**src/hw/rtl/ready_queue_scheduler_macros.svh**
```systemverilog
// assertion helpers for the scheduler datapath
`ifndef READY_QUEUE_SCHEDULER_MACROS_SVH
`define READY_QUEUE_SCHEDULER_MACROS_SVH

// same-cycle implication, off while reset is held
`define RQS_ASSERT_IMP(lbl, ante, cons, msg) \
  lbl: assert property (@(posedge clk) disable iff (!rst_n) (ante) |-> (cons)) \
    else $error(msg);

// next-cycle implication, off while reset is held
`define RQS_ASSERT_NXT(lbl, ante, cons, msg) \
  lbl: assert property (@(posedge clk) disable iff (!rst_n) (ante) |=> (cons)) \
    else $error(msg);

`endif

```
**src/hw/rtl/rqs_pkg.sv**
```systemverilog
`default_nettype none

package rqs_pkg;

  localparam int DEPTH = 16;
  localparam int AW    = $clog2(DEPTH);
  localparam int CW    = $clog2(DEPTH + 1);
  localparam logic [CW-1:0] DEPTH_C = CW'(DEPTH);

  localparam int ID_W    = 16;
  localparam int BURST_W = 16;
  localparam int PRIO_W  = 8;
  localparam int KIND_W  = 3;
  localparam int MODE_W  = 2;
  localparam int CIDX_W  = 8;
  localparam int CDATA_W = 16;

  localparam logic [0:0] OP_ADD = 1'b0;
  localparam logic [0:0] OP_RUN = 1'b1;

  localparam logic [MODE_W-1:0] MODE_FCFS = 2'd0;
  localparam logic [MODE_W-1:0] MODE_PRIO = 2'd1;
  localparam logic [MODE_W-1:0] MODE_SJF  = 2'd2;
  localparam logic [MODE_W-1:0] MODE_RR   = 2'd3;

  localparam logic [KIND_W-1:0] KIND_ADDED   = 3'd0;
  localparam logic [KIND_W-1:0] KIND_FULL    = 3'd1;
  localparam logic [KIND_W-1:0] KIND_RUNNING = 3'd2;
  localparam logic [KIND_W-1:0] KIND_READY   = 3'd3;
  localparam logic [KIND_W-1:0] KIND_EMPTY   = 3'd4;

  localparam logic [CIDX_W-1:0] CFG_MODE    = 8'd0;
  localparam logic [CIDX_W-1:0] CFG_QUANTUM = 8'd1;

  localparam logic [BURST_W-1:0] QUANTUM_RST = 16'd2;

  typedef struct packed {
    logic [ID_W-1:0]    id;
    logic [BURST_W-1:0] burst;
    logic [PRIO_W-1:0]  prio;
  } entry_t;

  typedef enum logic [1:0] {
    WR_SHIFT,
    WR_NEW,
    WR_KEEP
  } wr_sel_t;

  typedef enum logic [1:0] {
    EMIT_ADDED,
    EMIT_FULL,
    EMIT_EMPTY,
    EMIT_ENTRY
  } emit_sel_t;

  typedef struct packed {
    logic      in_ready;
    logic      idx_clr;
    logic      idx_inc;
    logic      idx_dec;
    logic      idx_load_cnt;
    logic      rd;
    logic      rd_prev;
    logic      wr;
    wr_sel_t   wr_sel;
    logic      pos_load_idx;
    logic      pos_load_cnt;
    logic      keep_clr;
    logic      keep_inc;
    logic      cnt_inc;
    logic      cnt_load_keep;
    logic      emit;
    emit_sel_t emit_sel;
  } cmd_t;

  typedef struct packed {
    logic              in_valid;
    logic              op;
    logic [MODE_W-1:0] mode;
    logic              full;
    logic              cnt_zero;
    logic              idx_at_cnt;
    logic              idx_gt_pos;
    logic              idx_last;
    logic              hit;
    logic              survive;
    logic              out_free;
  } sts_t;

endpackage

`default_nettype wire

```
**src/hw/rtl/rqs_in_if.sv**
```systemverilog
`default_nettype none

interface rqs_in_if;
  logic                        valid;
  logic                        ready;
  logic                        op;
  logic [rqs_pkg::ID_W-1:0]    proc_id;
  logic [rqs_pkg::BURST_W-1:0] burst;
  logic [rqs_pkg::PRIO_W-1:0]  prio;

  modport source (output valid, op, proc_id, burst, prio, input ready);
  modport sink (input valid, op, proc_id, burst, prio, output ready);
endinterface

`default_nettype wire

```
**src/hw/rtl/rqs_out_if.sv**
```systemverilog
`default_nettype none

interface rqs_out_if;
  logic                        valid;
  logic                        ready;
  logic [rqs_pkg::KIND_W-1:0]  kind;
  logic [rqs_pkg::ID_W-1:0]    out_id;
  logic [rqs_pkg::BURST_W-1:0] out_burst;
  logic [rqs_pkg::PRIO_W-1:0]  out_prio;
  logic                        last;

  modport source (output valid, kind, out_id, out_burst, out_prio, last, input ready);
  modport sink (input valid, kind, out_id, out_burst, out_prio, last, output ready);
endinterface

`default_nettype wire

```
**src/hw/rtl/rqs_cfg_if.sv**
```systemverilog
`default_nettype none

interface rqs_cfg_if;
  logic                        valid;
  logic                        ready;
  logic [rqs_pkg::CIDX_W-1:0]  index;
  logic [rqs_pkg::CDATA_W-1:0] data;

  modport source (output valid, index, data, input ready);
  modport sink (input valid, index, data, output ready);
endinterface

`default_nettype wire

```
**src/hw/rtl/rqs_ctrl.sv**
```systemverilog
`default_nettype none

module rqs_ctrl (
  input  wire logic          clk,
  input  wire logic          rst_n,
  input  wire rqs_pkg::sts_t sts,
  output rqs_pkg::cmd_t      cmd
);

  typedef enum logic [3:0] {
    S_IDLE,
    S_DECODE,
    S_SCAN_RD,
    S_SCAN_CHK,
    S_SHIFT_START,
    S_SHIFT_RD,
    S_SHIFT_WR,
    S_WR_NEW,
    S_RR_RD,
    S_RR_CHK,
    S_LIST_START,
    S_LIST_RD,
    S_LIST_EMIT,
    S_DONE_ADD,
    S_DONE_FULL,
    S_DONE_EMPTY
  } state_t;

  state_t state_r, state_nxt;

  always_ff @(posedge clk) begin
    if (!rst_n) begin
      state_r <= S_IDLE;
    end else begin
      state_r <= state_nxt;
    end
  end

  always_comb begin
    state_nxt = state_r;
    cmd       = '0;
    case (state_r)
      S_IDLE: begin
        cmd.in_ready = 1'b1;
        if (sts.in_valid) begin
          state_nxt = S_DECODE;
        end
      end
      S_DECODE: begin
        cmd.idx_clr = 1'b1;
        if (sts.op == rqs_pkg::OP_ADD) begin
          if (sts.full) begin
            state_nxt = S_DONE_FULL;
          end else begin
            cmd.pos_load_cnt = 1'b1;
            if (sts.mode inside {rqs_pkg::MODE_SJF, rqs_pkg::MODE_PRIO}) begin
              state_nxt = S_SCAN_RD;
            end else begin
              state_nxt = S_WR_NEW;
            end
          end
        end else begin
          cmd.keep_clr = 1'b1;
          if (sts.mode == rqs_pkg::MODE_RR) begin
            state_nxt = S_RR_RD;
          end else begin
            state_nxt = S_LIST_START;
          end
        end
      end
      // find the first queued entry the new one goes ahead of
      S_SCAN_RD: begin
        if (sts.idx_at_cnt) begin
          state_nxt = S_SHIFT_START;
        end else begin
          cmd.rd    = 1'b1;
          state_nxt = S_SCAN_CHK;
        end
      end
      S_SCAN_CHK: begin
        if (sts.hit) begin
          cmd.pos_load_idx = 1'b1;
          state_nxt        = S_SHIFT_START;
        end else begin
          cmd.idx_inc = 1'b1;
          state_nxt   = S_SCAN_RD;
        end
      end
      S_SHIFT_START: begin
        cmd.idx_load_cnt = 1'b1;
        state_nxt        = S_SHIFT_RD;
      end
      // move the tail down one place, last entry first
      S_SHIFT_RD: begin
        if (sts.idx_gt_pos) begin
          cmd.rd      = 1'b1;
          cmd.rd_prev = 1'b1;
          state_nxt   = S_SHIFT_WR;
        end else begin
          state_nxt = S_WR_NEW;
        end
      end
      S_SHIFT_WR: begin
        cmd.wr      = 1'b1;
        cmd.wr_sel  = rqs_pkg::WR_SHIFT;
        cmd.idx_dec = 1'b1;
        state_nxt   = S_SHIFT_RD;
      end
      S_WR_NEW: begin
        cmd.wr      = 1'b1;
        cmd.wr_sel  = rqs_pkg::WR_NEW;
        cmd.cnt_inc = 1'b1;
        state_nxt   = S_DONE_ADD;
      end
      // round robin pass compacts survivors toward the head
      S_RR_RD: begin
        if (sts.idx_at_cnt) begin
          cmd.cnt_load_keep = 1'b1;
          state_nxt         = S_LIST_START;
        end else begin
          cmd.rd    = 1'b1;
          state_nxt = S_RR_CHK;
        end
      end
      S_RR_CHK: begin
        if (sts.survive) begin
          cmd.wr       = 1'b1;
          cmd.wr_sel   = rqs_pkg::WR_KEEP;
          cmd.keep_inc = 1'b1;
        end
        cmd.idx_inc = 1'b1;
        state_nxt   = S_RR_RD;
      end
      S_LIST_START: begin
        cmd.idx_clr = 1'b1;
        if (sts.cnt_zero) begin
          state_nxt = S_DONE_EMPTY;
        end else begin
          state_nxt = S_LIST_RD;
        end
      end
      S_LIST_RD: begin
        cmd.rd    = 1'b1;
        state_nxt = S_LIST_EMIT;
      end
      S_LIST_EMIT: begin
        if (sts.out_free) begin
          cmd.emit     = 1'b1;
          cmd.emit_sel = rqs_pkg::EMIT_ENTRY;
          if (sts.idx_last) begin
            state_nxt = S_IDLE;
          end else begin
            cmd.idx_inc = 1'b1;
            state_nxt   = S_LIST_RD;
          end
        end
      end
      S_DONE_ADD: begin
        if (sts.out_free) begin
          cmd.emit     = 1'b1;
          cmd.emit_sel = rqs_pkg::EMIT_ADDED;
          state_nxt    = S_IDLE;
        end
      end
      S_DONE_FULL: begin
        if (sts.out_free) begin
          cmd.emit     = 1'b1;
          cmd.emit_sel = rqs_pkg::EMIT_FULL;
          state_nxt    = S_IDLE;
        end
      end
      S_DONE_EMPTY: begin
        if (sts.out_free) begin
          cmd.emit     = 1'b1;
          cmd.emit_sel = rqs_pkg::EMIT_EMPTY;
          state_nxt    = S_IDLE;
        end
      end
      default: begin
        state_nxt = S_IDLE;
      end
    endcase
  end

endmodule

`default_nettype wire

```
**src/hw/rtl/rqs_dp.sv**
```systemverilog
`default_nettype none

`include "ready_queue_scheduler_macros.svh"

module rqs_dp (
  input  wire logic          clk,
  input  wire logic          rst_n,
  rqs_in_if.sink             in_ch,
  rqs_out_if.source          out_ch,
  rqs_cfg_if.sink            cfg_ch,
  input  wire rqs_pkg::cmd_t cmd,
  output rqs_pkg::sts_t      sts
);

  rqs_pkg::entry_t mem [rqs_pkg::DEPTH];

  logic [rqs_pkg::MODE_W-1:0]  mode_r;
  logic [rqs_pkg::BURST_W-1:0] quantum_r;
  logic                        op_r;
  rqs_pkg::entry_t             item_r;
  rqs_pkg::entry_t             rdata_r;
  logic [rqs_pkg::CW-1:0]      cnt_r;
  logic [rqs_pkg::CW-1:0]      idx_r;
  logic [rqs_pkg::CW-1:0]      pos_r;
  logic [rqs_pkg::CW-1:0]      keep_r;

  logic                        out_valid_r;
  logic [rqs_pkg::KIND_W-1:0]  kind_r;
  rqs_pkg::entry_t             odata_r;
  logic                        last_r;
  logic [rqs_pkg::KIND_W-1:0]  kind_nxt;
  rqs_pkg::entry_t             odata_nxt;
  logic                        last_nxt;

  logic [rqs_pkg::CW-1:0]      idx_prev;
  logic [rqs_pkg::CW-1:0]      idx_next;
  logic [rqs_pkg::AW-1:0]      rd_addr;
  logic [rqs_pkg::AW-1:0]      wr_addr;
  rqs_pkg::entry_t             wr_data;
  logic                        out_free;

  assign idx_prev = idx_r - 1'b1;
  assign idx_next = idx_r + 1'b1;
  assign out_free = !out_valid_r || out_ch.ready;

  assign in_ch.ready  = cmd.in_ready;
  assign cfg_ch.ready = 1'b1;

  // configuration registers
  always_ff @(posedge clk) begin
    if (!rst_n) begin
      mode_r    <= rqs_pkg::MODE_FCFS;
      quantum_r <= rqs_pkg::QUANTUM_RST;
    end else if (cfg_ch.valid) begin
      if (cfg_ch.index == rqs_pkg::CFG_MODE) begin
        mode_r <= cfg_ch.data[rqs_pkg::MODE_W-1:0];
      end else if (cfg_ch.index == rqs_pkg::CFG_QUANTUM) begin
        quantum_r <= cfg_ch.data[rqs_pkg::BURST_W-1:0];
      end
    end
  end

  always_ff @(posedge clk) begin
    if (in_ch.valid && cmd.in_ready) begin
      op_r         <= in_ch.op;
      item_r.id    <= in_ch.proc_id;
      item_r.burst <= in_ch.burst;
      item_r.prio  <= in_ch.prio;
    end
  end

  // queue pointers
  always_ff @(posedge clk) begin
    if (!rst_n) begin
      cnt_r <= '0;
    end else if (cmd.cnt_inc) begin
      cnt_r <= cnt_r + 1'b1;
    end else if (cmd.cnt_load_keep) begin
      cnt_r <= keep_r;
    end
  end

  always_ff @(posedge clk) begin
    if (!rst_n) begin
      idx_r  <= '0;
      pos_r  <= '0;
      keep_r <= '0;
    end else begin
      if (cmd.idx_clr) begin
        idx_r <= '0;
      end else if (cmd.idx_load_cnt) begin
        idx_r <= cnt_r;
      end else if (cmd.idx_inc) begin
        idx_r <= idx_next;
      end else if (cmd.idx_dec) begin
        idx_r <= idx_prev;
      end
      if (cmd.pos_load_cnt) begin
        pos_r <= cnt_r;
      end else if (cmd.pos_load_idx) begin
        pos_r <= idx_r;
      end
      if (cmd.keep_clr) begin
        keep_r <= '0;
      end else if (cmd.keep_inc) begin
        keep_r <= keep_r + 1'b1;
      end
    end
  end

  // entry memory, one write and one registered read per cycle
  assign rd_addr = cmd.rd_prev ? idx_prev[rqs_pkg::AW-1:0] : idx_r[rqs_pkg::AW-1:0];

  always_comb begin
    wr_addr = idx_r[rqs_pkg::AW-1:0];
    wr_data = rdata_r;
    case (cmd.wr_sel)
      rqs_pkg::WR_SHIFT: begin
        wr_addr = idx_r[rqs_pkg::AW-1:0];
        wr_data = rdata_r;
      end
      rqs_pkg::WR_NEW: begin
        wr_addr = pos_r[rqs_pkg::AW-1:0];
        wr_data = item_r;
      end
      rqs_pkg::WR_KEEP: begin
        wr_addr       = keep_r[rqs_pkg::AW-1:0];
        wr_data       = rdata_r;
        wr_data.burst = rdata_r.burst - quantum_r;
      end
      default: begin
        wr_addr = idx_r[rqs_pkg::AW-1:0];
        wr_data = rdata_r;
      end
    endcase
  end

  always_ff @(posedge clk) begin
    if (cmd.wr) begin
      mem[wr_addr] <= wr_data;
    end
    if (cmd.rd) begin
      rdata_r <= mem[rd_addr];
    end
  end

  // result register
  always_ff @(posedge clk) begin
    if (!rst_n) begin
      out_valid_r <= 1'b0;
    end else if (cmd.emit) begin
      out_valid_r <= 1'b1;
    end else if (out_ch.ready) begin
      out_valid_r <= 1'b0;
    end
  end

  always_comb begin
    kind_nxt  = rqs_pkg::KIND_EMPTY;
    odata_nxt = '0;
    last_nxt  = 1'b1;
    case (cmd.emit_sel)
      rqs_pkg::EMIT_ADDED: kind_nxt = rqs_pkg::KIND_ADDED;
      rqs_pkg::EMIT_FULL:  kind_nxt = rqs_pkg::KIND_FULL;
      rqs_pkg::EMIT_EMPTY: kind_nxt = rqs_pkg::KIND_EMPTY;
      rqs_pkg::EMIT_ENTRY: begin
        kind_nxt  = (idx_r == '0) ? rqs_pkg::KIND_RUNNING : rqs_pkg::KIND_READY;
        odata_nxt = rdata_r;
        last_nxt  = sts.idx_last;
      end
      default: kind_nxt = rqs_pkg::KIND_EMPTY;
    endcase
  end

  always_ff @(posedge clk) begin
    if (cmd.emit) begin
      kind_r  <= kind_nxt;
      odata_r <= odata_nxt;
      last_r  <= last_nxt;
    end
  end

  assign out_ch.valid     = out_valid_r;
  assign out_ch.kind      = kind_r;
  assign out_ch.out_id    = odata_r.id;
  assign out_ch.out_burst = odata_r.burst;
  assign out_ch.out_prio  = odata_r.prio;
  assign out_ch.last      = last_r;

  // status toward the controller
  always_comb begin
    sts.in_valid   = in_ch.valid;
    sts.op         = op_r;
    sts.mode       = mode_r;
    sts.full       = (cnt_r == rqs_pkg::DEPTH_C);
    sts.cnt_zero   = (cnt_r == '0);
    sts.idx_at_cnt = (idx_r == cnt_r);
    sts.idx_gt_pos = (idx_r > pos_r);
    sts.idx_last   = (idx_next == cnt_r);
    sts.survive    = (rdata_r.burst > quantum_r);
    case (mode_r)
      rqs_pkg::MODE_SJF:  sts.hit = (rdata_r.burst > item_r.burst);
      rqs_pkg::MODE_PRIO: sts.hit = (rdata_r.prio < item_r.prio);
      default:            sts.hit = 1'b0;
    endcase
    sts.out_free = out_free;
  end

  `RQS_ASSERT_IMP(a_cnt_bound, 1'b1, cnt_r <= rqs_pkg::DEPTH_C, "queue count past depth")
  `RQS_ASSERT_IMP(a_emit_free, cmd.emit, out_free, "result overwrites a pending beat")
  `RQS_ASSERT_NXT(a_cnt_step, cmd.cnt_inc, cnt_r == $past(cnt_r) + 1'b1, "count step lost")

endmodule

`default_nettype wire

```
**src/hw/rtl/ready_queue_scheduler.sv**
```systemverilog
// channel   role     beat content
// in_ch     sink     op, proc_id, burst, prio
// out_ch    source   kind, out_id, out_burst, out_prio, last
// cfg_ch    sink     index (0 sched_mode, 1 time_quantum), data
//
// one command at a time; all entries live in a single-port-read memory of DEPTH rows
// add: first come and round robin write at the tail, a full queue answers full; sorted modes
// scan from the head for the place and move each later entry one place toward the tail
// run: lists every entry, or answers empty; round robin first passes over every entry
// reset clears the queue count and pointers and restores the config defaults; no clearing pass is needed
// a stalled out_ch holds the walk; in_ch is ready again once the last beat is registered
`default_nettype none

module ready_queue_scheduler (
  input  wire logic clk,
  input  wire logic rst_n,
  rqs_in_if.sink    in_ch,
  rqs_out_if.source out_ch,
  rqs_cfg_if.sink   cfg_ch
);

  rqs_pkg::cmd_t cmd;
  rqs_pkg::sts_t sts;

  rqs_ctrl u_ctrl (
    .clk   (clk),
    .rst_n (rst_n),
    .sts   (sts),
    .cmd   (cmd)
  );

  rqs_dp u_dp (
    .clk    (clk),
    .rst_n  (rst_n),
    .in_ch  (in_ch),
    .out_ch (out_ch),
    .cfg_ch (cfg_ch),
    .cmd    (cmd),
    .sts    (sts)
  );

endmodule

`default_nettype wire

```
**src/flat_wrapper.sv**
```systemverilog
// flat-port wrapper written by rule: the top's interface ports become plain ports
module ready_queue_scheduler_flat 
  (clk, rst_n, in_ch_valid, in_ch_op, in_ch_proc_id, in_ch_burst, in_ch_prio, in_ch_ready, out_ch_valid, out_ch_kind, out_ch_out_id, out_ch_out_burst, out_ch_out_prio, out_ch_last, out_ch_ready, cfg_ch_valid, cfg_ch_index, cfg_ch_data, cfg_ch_ready);
  rqs_in_if in_ch_i ();
  rqs_out_if out_ch_i ();
  rqs_cfg_if cfg_ch_i ();
  input  wire logic clk;
  input  wire logic rst_n;
  input wire logic [$bits(in_ch_i.valid)-1:0] in_ch_valid;
  input wire logic [$bits(in_ch_i.op)-1:0] in_ch_op;
  input wire logic [$bits(in_ch_i.proc_id)-1:0] in_ch_proc_id;
  input wire logic [$bits(in_ch_i.burst)-1:0] in_ch_burst;
  input wire logic [$bits(in_ch_i.prio)-1:0] in_ch_prio;
  output wire logic [$bits(in_ch_i.ready)-1:0] in_ch_ready;
  output wire logic [$bits(out_ch_i.valid)-1:0] out_ch_valid;
  output wire logic [$bits(out_ch_i.kind)-1:0] out_ch_kind;
  output wire logic [$bits(out_ch_i.out_id)-1:0] out_ch_out_id;
  output wire logic [$bits(out_ch_i.out_burst)-1:0] out_ch_out_burst;
  output wire logic [$bits(out_ch_i.out_prio)-1:0] out_ch_out_prio;
  output wire logic [$bits(out_ch_i.last)-1:0] out_ch_last;
  input wire logic [$bits(out_ch_i.ready)-1:0] out_ch_ready;
  input wire logic [$bits(cfg_ch_i.valid)-1:0] cfg_ch_valid;
  input wire logic [$bits(cfg_ch_i.index)-1:0] cfg_ch_index;
  input wire logic [$bits(cfg_ch_i.data)-1:0] cfg_ch_data;
  output wire logic [$bits(cfg_ch_i.ready)-1:0] cfg_ch_ready;
  assign in_ch_i.valid = in_ch_valid;
  assign in_ch_i.op = in_ch_op;
  assign in_ch_i.proc_id = in_ch_proc_id;
  assign in_ch_i.burst = in_ch_burst;
  assign in_ch_i.prio = in_ch_prio;
  assign in_ch_ready = in_ch_i.ready;
  assign out_ch_valid = out_ch_i.valid;
  assign out_ch_kind = out_ch_i.kind;
  assign out_ch_out_id = out_ch_i.out_id;
  assign out_ch_out_burst = out_ch_i.out_burst;
  assign out_ch_out_prio = out_ch_i.out_prio;
  assign out_ch_last = out_ch_i.last;
  assign out_ch_i.ready = out_ch_ready;
  assign cfg_ch_i.valid = cfg_ch_valid;
  assign cfg_ch_i.index = cfg_ch_index;
  assign cfg_ch_i.data = cfg_ch_data;
  assign cfg_ch_ready = cfg_ch_i.ready;
  ready_queue_scheduler u_core (.clk(clk), .rst_n(rst_n), .in_ch(in_ch_i), .out_ch(out_ch_i), .cfg_ch(cfg_ch_i));
endmodule
```
**config.mk**
```make
export PLATFORM = sky130hd
export DESIGN_NAME = ready_queue_scheduler_flat
export DESIGN_NICKNAME = d
export VERILOG_FILES = /design/src/hw/rtl/rqs_pkg.sv /design/src/hw/rtl/rqs_in_if.sv /design/src/hw/rtl/rqs_out_if.sv /design/src/hw/rtl/rqs_cfg_if.sv /design/src/hw/rtl/rqs_ctrl.sv /design/src/hw/rtl/rqs_dp.sv /design/src/hw/rtl/ready_queue_scheduler.sv /design/src/flat_wrapper.sv
export VERILOG_INCLUDE_DIRS = /design/src /design/src/hw/rtl
export SDC_FILE = /design/constraint.sdc
export NUM_CORES = 1
export LEC_CHECK = 0
export BUFFER_PORTS_ARGS = -buffer_cell sky130_fd_sc_hd__buf_2
export CORE_MARGIN = 5
export CORE_UTILIZATION = 60
export DETAILED_ROUTE_END_ITERATION = 10
export GPL_TIMING_DRIVEN = 0
export PLACE_DENSITY_LB_ADDON = 0.3
export REMOVE_ABC_BUFFERS = 1
export SYNTH_ARGS = -nofsm -noshare
export SYNTH_HDL_FRONTEND = slang
export SYNTH_SLANG_ARGS = --single-unit
```
**constraint.sdc**
```tcl
create_clock -name clk -period 7.5 [get_ports clk]
set_clock_uncertainty 0.15 [all_clocks]
set_input_delay 0 -clock clk [delete_from_list [all_inputs] [get_ports clk]]
set_output_delay 0 -clock clk [all_outputs]
set_load 0.02 [all_outputs]
```
Word level (Yosys, flattened, before mapping)
Memory sizes are Yosys's and may differ from the RTL's. A register that Yosys moved wholly into a read port is not among the register bits.
Cells that the tools add are included.
W data, S select, Z words.
{ "totals": {"out_inout_bits": 47, "regBits": 128, "in_bits": 70, "word_cells": 142, "ram_bits": 640, "n_memories": 1} }
{ "op_classes": {"n_reduce_logical": 22, "n_bitwise": 2, "add_sub_neg": 5, "muxes": 61, "eq_ne": 30, "order_cmp": 4} }
{ "mem_list": {"columns": ["name", "words", "width", "read_ports", "rd_ports_with_merged_regs", "write_ports", "line", "source"], "rows": [
  ["u_core.u_dp.mem", 16, 40, 1, 1, 1, "rqs_dp.sv:15", "rqs_pkg::entry_t mem [rqs_pkg::DEPTH];"]
]} }
{ "ops": {"columns": ["cell", "count"], "rows": [
  ["$pmux W40 S2", 1],
  ["$pmux W4 S13", 1],
  ["$mux W5", 7],
  ["$eq A4 B4 Y1 const B", 8],
  ["$gt A16 B16 Y1", 2],
  ["$mux W4", 7],
  ["$mux W3", 9],
  ["$mux W1", 25],
  ["$pmux W3 S4", 2],
  ["$eq A4 B3 Y1 const B", 4],
  ["$sub A16 B16 Y16", 1],
  ["$add A5 B1 Y5 const B", 3],
  ["$eq A2 B2 Y1 const B", 5],
  ["$eq A5 B5 Y1", 2],
  ["$logic_not A5 Y1", 2],
  ["$reduce_or A2 Y1", 5],
  ["$pmux W3 S3", 1],
  ["$eq A4 B2 Y1 const B", 2],
  ["$eq A8 B1 Y1 const B", 1],
  ["$logic_not A8 Y1", 1],
  ["$lt A8 B8 Y1", 1],
  ["$mux W2", 4],
  ["$pmux W4 S2", 1],
  ["$reduce_bool A2 Y1", 4],
  ["19 further kinds", 25]
]} }

Depth between registers and ports, before layout
{ "depth": {"word_depth": 7, "depth_mapped": 16, "ltp_nobuf": 15} }

Hierarchy
From an unflattened synthesis, not the netlist that was laid out.
{ "unflattened": {"hier_cells": 1868, "area_unflattened_um2": 33063.0} }
{ "modules_own_cells": {"columns": ["mod", "seq_area_each_um2", "cells_each", "instances", "area_per_inst_um2"], "rows": [
  ["rqs_dp", 23752.8, 1775, 1, 32456.1],
  ["rqs_ctrl", 80.1, 93, 1, 606.8]
]} }

Least setup slack after synthesis
No wires, ideal clock.
{ "synth_timing": {"path_kind": "reg2reg", "from": "register, netlist name u_core.u_dp.rdata_r[8]", "to": "memory u_core.u_dp.mem[13][0] (netlist bit), enable pin", "t_arrival_ns": 5.432, "setup_slack_ns": 1.481, "t_required_ns": 6.913, "synth_period_minus_slack_ns": 6.019, "stages_incl_launch_ff": 17, "path_cell_list": "edfxtp_1 inv_1 ha_1 inv_1 fa_1 a21o_1 a221oi_1 o32ai_1 o41ai_1 a21oi_1 inv_1 ha_1 clkbuf_1 a22oi_1 o21a_1 or3_1 nor2_1"} }
{ "synth_between": {"elab_chain_cells": 5, "elab_cells_between_ends": 8} }
{ "synth_rtl": {"columns": ["element", "line", "source"], "rows": [
  ["$gt A16 B16 Y1 *", "rqs_dp.sv:200", "sts.survive = (rdata_r.burst > quantum_r);"],
  ["$mux W3 *", "rqs_ctrl.sv:126", "if (sts.survive) begin"],
  ["$pmux W3 S3 *", "rqs_ctrl.sv:42", "case (state_r)"],
  ["$eq A2 B2 Y1, or another cell as far along", "rqs_dp.sv:117", "case (cmd.wr_sel)"],
  ["$pmux W4 S2 / $mux W1 (equally long branches)", "rqs_dp.sv:117, rqs_dp.sv:140", null],
  ["to (decl)", "rqs_dp.sv:15", null]
]} }
Mark *: on every way between the ends. The rest lies on a longest branch, timed or not.

Worst setup path in the final report
{ "layout_timing": {"from": "register, netlist name u_core.u_dp.rdata_r[8]", "to": "memory u_core.u_dp.mem[15][16] (netlist bit), enable pin"} }
{ "layout_between": {"elab_chain_cells": 5, "elab_cells_between_ends": 8} }
{ "layout_rtl": {"columns": ["element", "line"], "rows": [
  ["$gt A16 B16 Y1 *", "rqs_dp.sv:200"],
  ["$mux W3 *", "rqs_ctrl.sv:126"],
  ["$pmux W3 S3 *", "rqs_ctrl.sv:42"],
  ["$eq A2 B2 Y1, or another cell as far along", "rqs_dp.sv:117"],
  ["$pmux W4 S2 / $mux W1 (equally long branches)", "rqs_dp.sv:117, rqs_dp.sv:140"]
]} }
Marks and branches as above.

==> metrics.cfg <==
[clock_network]
clockBufferDepth = 3
cts_tree = yes
cts_setup_buffers = 0
cts.sinks = 808
root_buffer = clkbuf_16
numCtsBuffers = 83
clock_latency_ns = 0.65
cts.reportedPaths.clkPinSlew_ns = 0.06
ctsResizeCount = 0
h-tree-depth = 3
ctsHoldBuffers = 121

[routing]
vias = 28000
via_per_inst = 7.08
ant_nets = 0
drt-total-wl_um = 108000
drcViolationCount = 0
drt_pass1_iterations = 6
avgRoutedWirePerCell_um = 27.2
drt_iter0_drc = 4019

[grt]
grt_pass1_wl_um = 162000
grt_pass1_vias = 27800
antenna_found_initial = 0
track_usage_pct = 31.4
grt_max_degree = 137
grt_overflow = 0

[power]
leakage_nw = 14.7
internal_power_mw = 10.7
combPwrFrac_pct = 39.2
clkPwrFrac_pct = 25.6
switchingPower_mw = 6.43
sw_frac_of_total_pct = 37.6
power_density_nw_per_um2 = 394
power_mw = 17.1
peakVddDrop_mv = 0.382
pwr-share-seq_pct = 35.2

[cells_and_area]
fillers = 3670
fin_cells = 3958
syn_to_final_growth_pct = 18.7
final_common_cell = edfxtp_1
final_cell_mix = edfxtp_1, nand2_1, a221oi_1, nor2_1, a21oi_1
n_antenna_cell = 0
final_nets = 3235
drive_above_1_share_pct = 11.7
fin_util_pct = 71.9

[sta]
max_slew.worst_pin.slew_ns = 1.30
finalHoldViolations = 0
max_slew_margin_pct = 13.4
hold_slack_ns = 0.0974
rsz0062_at_grt = no
setup_viol = 0
fin_crit_sh_pct = 90.9
fmax_ghz = 0.147
slew_violations = 0
finalCriticalPeriod_ns = 6.82
setup_ws_ns = 0.679

[placed_design]
hpwl_um = 64600
port_buffers = 115
place_ws_ns = 0.785
placed_cells = 3685
place_congestion = 0.827

[worst_setup_path]
reg2reg_to = u_core.u_dp.mem[15][16]
cp-end-kind = flip-flop
required_ns = 7.67
critPathLaunchType = flip-flop
r2r_cells = 16
arrival_ns = 6.99
r2r_start = u_core.u_dp.rdata_r[8]
worst-r2r-setup-slack_ns = 0.68
critPathKind = flip-flop to flip-flop
crit_fanout = 51

[run]
maxCapViolations = 0

[floorplanning]
placement_rows = 90
start_util_pct = 60.6
top_level_ports = 117
die_h_um = 257
fp.dieArea_um2 = 66100
dieWidth_um = 257
core_area_um2 = 60500

[yosys]
synth_seq_cells = 808
synth_edf_count = 765
ys_types = 65
syn_area_um2 = 36600
synthArstFlopShare_pct = 0
synth_cells = 2927
yosysWarningCount = 0
avgSynthCellArea_um2 = 12.5
synth_ff_type = edfxtp_1
ys_seq_area_share_pct = 65.0

[run_status]
status = finished, final reports clean

[worst_hold_path]
hold_class = primary input to flip-flop
hp-start = cfg_ch_data[0]
worstHoldEndpoint = u_core.u_dp.quantum_r[0]
holdPathStages = 4

## power groups by stage
stage               clock, mW  sequential [mW]  combinational [mW]
global route             4.60             6.05                7.16
floorplan                   0             6.01                4.79
global placement            0             6.10                5.70
CTS                      4.40             6.02                6.55
detailed placement          0             6.11                6.41
finish                   4.38             6.03                6.72
## cells by family after synthesis
family | Yosys count | share of synthesized area, %
xor gates and xnor gates | 26 | 0.642
and+or+nand+nor | 788 | 9.51
adders and majority gates | 55 | 1.90
buffers and inverters | 306 | 3.39
other | 1 | 0.0102
AOI/OAI and AO/OA | 801 | 15.6
muxes | 142 | 3.88
DFF | 808 | 65.0
## per-stage QoR
step                TNS [ns]  instance area [um2]
CTS                        0                43500
floorplan            -274.82                35700
global placement    -2513.69                37200
global route               0                43500
finish                     0                43500
detailed placement         0                39400
## final cells by class
type                       count  area (um2)  share of cell area (%)
clock inverter                52         711                    1.63
clock buffer                  99        2190                    5.03
inverter                      75         284                   0.653
sequential                   808       23800                    54.8
timing repair buffer         329        3700                    8.51
multi-input combinational   1813       11800                    27.1
tap                          782         978                    2.25
## how the worst max path moves through the flow
stage | from | to | slack, ns | cells after the start
after global routing | u_core.u_dp.rdata_r[8] | u_core.u_dp.mem[15][16] | 0.31 | 16
after CTS | u_core.u_dp.rdata_r[8] | u_core.u_dp.mem[15][16] | 0.77 | 16
after global placement | u_core.u_dp.idx_r[2] | u_core.u_dp.rdata_r[27] | -14.50 | 9
final | u_core.u_dp.rdata_r[8] | u_core.u_dp.mem[15][16] | 0.68 | 16
after floorplan | u_core.u_dp.idx_r[2] | u_core.u_dp.rdata_r[0] | -6.87 | 9
after detailed placement | u_core.u_dp.rdata_r[8] | u_core.u_dp.mem[11][26] | 0.78 | 16
## cells in the mapped netlist, types with 4 or more instances
library cell    n  area share (%)
a21boi_0        8            0.16
a21o_1         13            0.27
a21oi_1       163             2.2
a221o_1         4            0.11
a221oi_1      251             6.0
a22o_1         24            0.57
a22oi_1        10            0.20
a311oi_1        4           0.096
a31oi_1         7            0.12
and2_1          7            0.12
and3_1         47            0.80
buf_1           8           0.082
buf_2          41            0.56
buf_4          11            0.23
clkbuf_1      171             1.8
dfxtp_1        43             2.3
edfxtp_1      765              63
ha_1           54             1.8
inv_1          74            0.76
mux2i_1       141             3.9
nand2_1       297             3.0
nand2b_1        6            0.10
nand3_1        17            0.23
nand4_1         9            0.15
nor2_1        217             2.2
nor2b_1        25            0.43
nor3_1        134             1.8
nor4_1          4           0.068
o211a_1         5            0.14
o211ai_1        6            0.12
o21a_1          7            0.14
o21ai_0       108             1.5
o22ai_1        81             1.4
o31a_1          4           0.096
o31ai_1         6            0.12
o32ai_1        83             2.0
or3_1          10            0.17
xnor2_1        13            0.31
xor2_1         12            0.29
## registers in the layout (all words and copies together) (netlist names), 5 cells and up
signal                        count
u_core.u_dp.cnt_r                 5
u_core.u_dp.idx_r                 5
u_core.u_dp.item_r               40
u_core.u_dp.keep_r                5
u_core.u_dp.mem                 640
u_core.u_dp.out_ch.out_burst     16
u_core.u_dp.out_ch.out_id        16
u_core.u_dp.out_ch.out_prio       8
u_core.u_dp.pos_r                 5
u_core.u_dp.quantum_r            16
u_core.u_dp.rdata_r              40
## routing by layer
| layer | share of wire [%] | up-vias | track usage, % |
|---|---|---|---|
| met5 | 0 | - | 0 |
| met4 | 4.7 | 0 | 13.8 |
| met3 | 11 | 395 | 5.14 |
| met2 | 48 | 2033 | 51.7 |
| met1 | 37 | 13800 | 41.9 |
| li1 | - | 11900 | - |
## critical path, cell delays in order, from the launching register on
cell and delay (ns):
edfxtp_1 0.39, inv_1 0.19, ha_1 0.21, inv_1 0.05
fa_1 0.39, a21o_1 0.22, a221oi_1 0.49, o32ai_1 0.20
o41ai_1 0.71, a21oi_1 0.47, inv_1 0.15, ha_2 0.78
nand2_1 0.20, o21a_1 0.17, or3_1 0.56, nor2_4 0.84
buf_12 0.29
(Power assumes the default switching activity.)
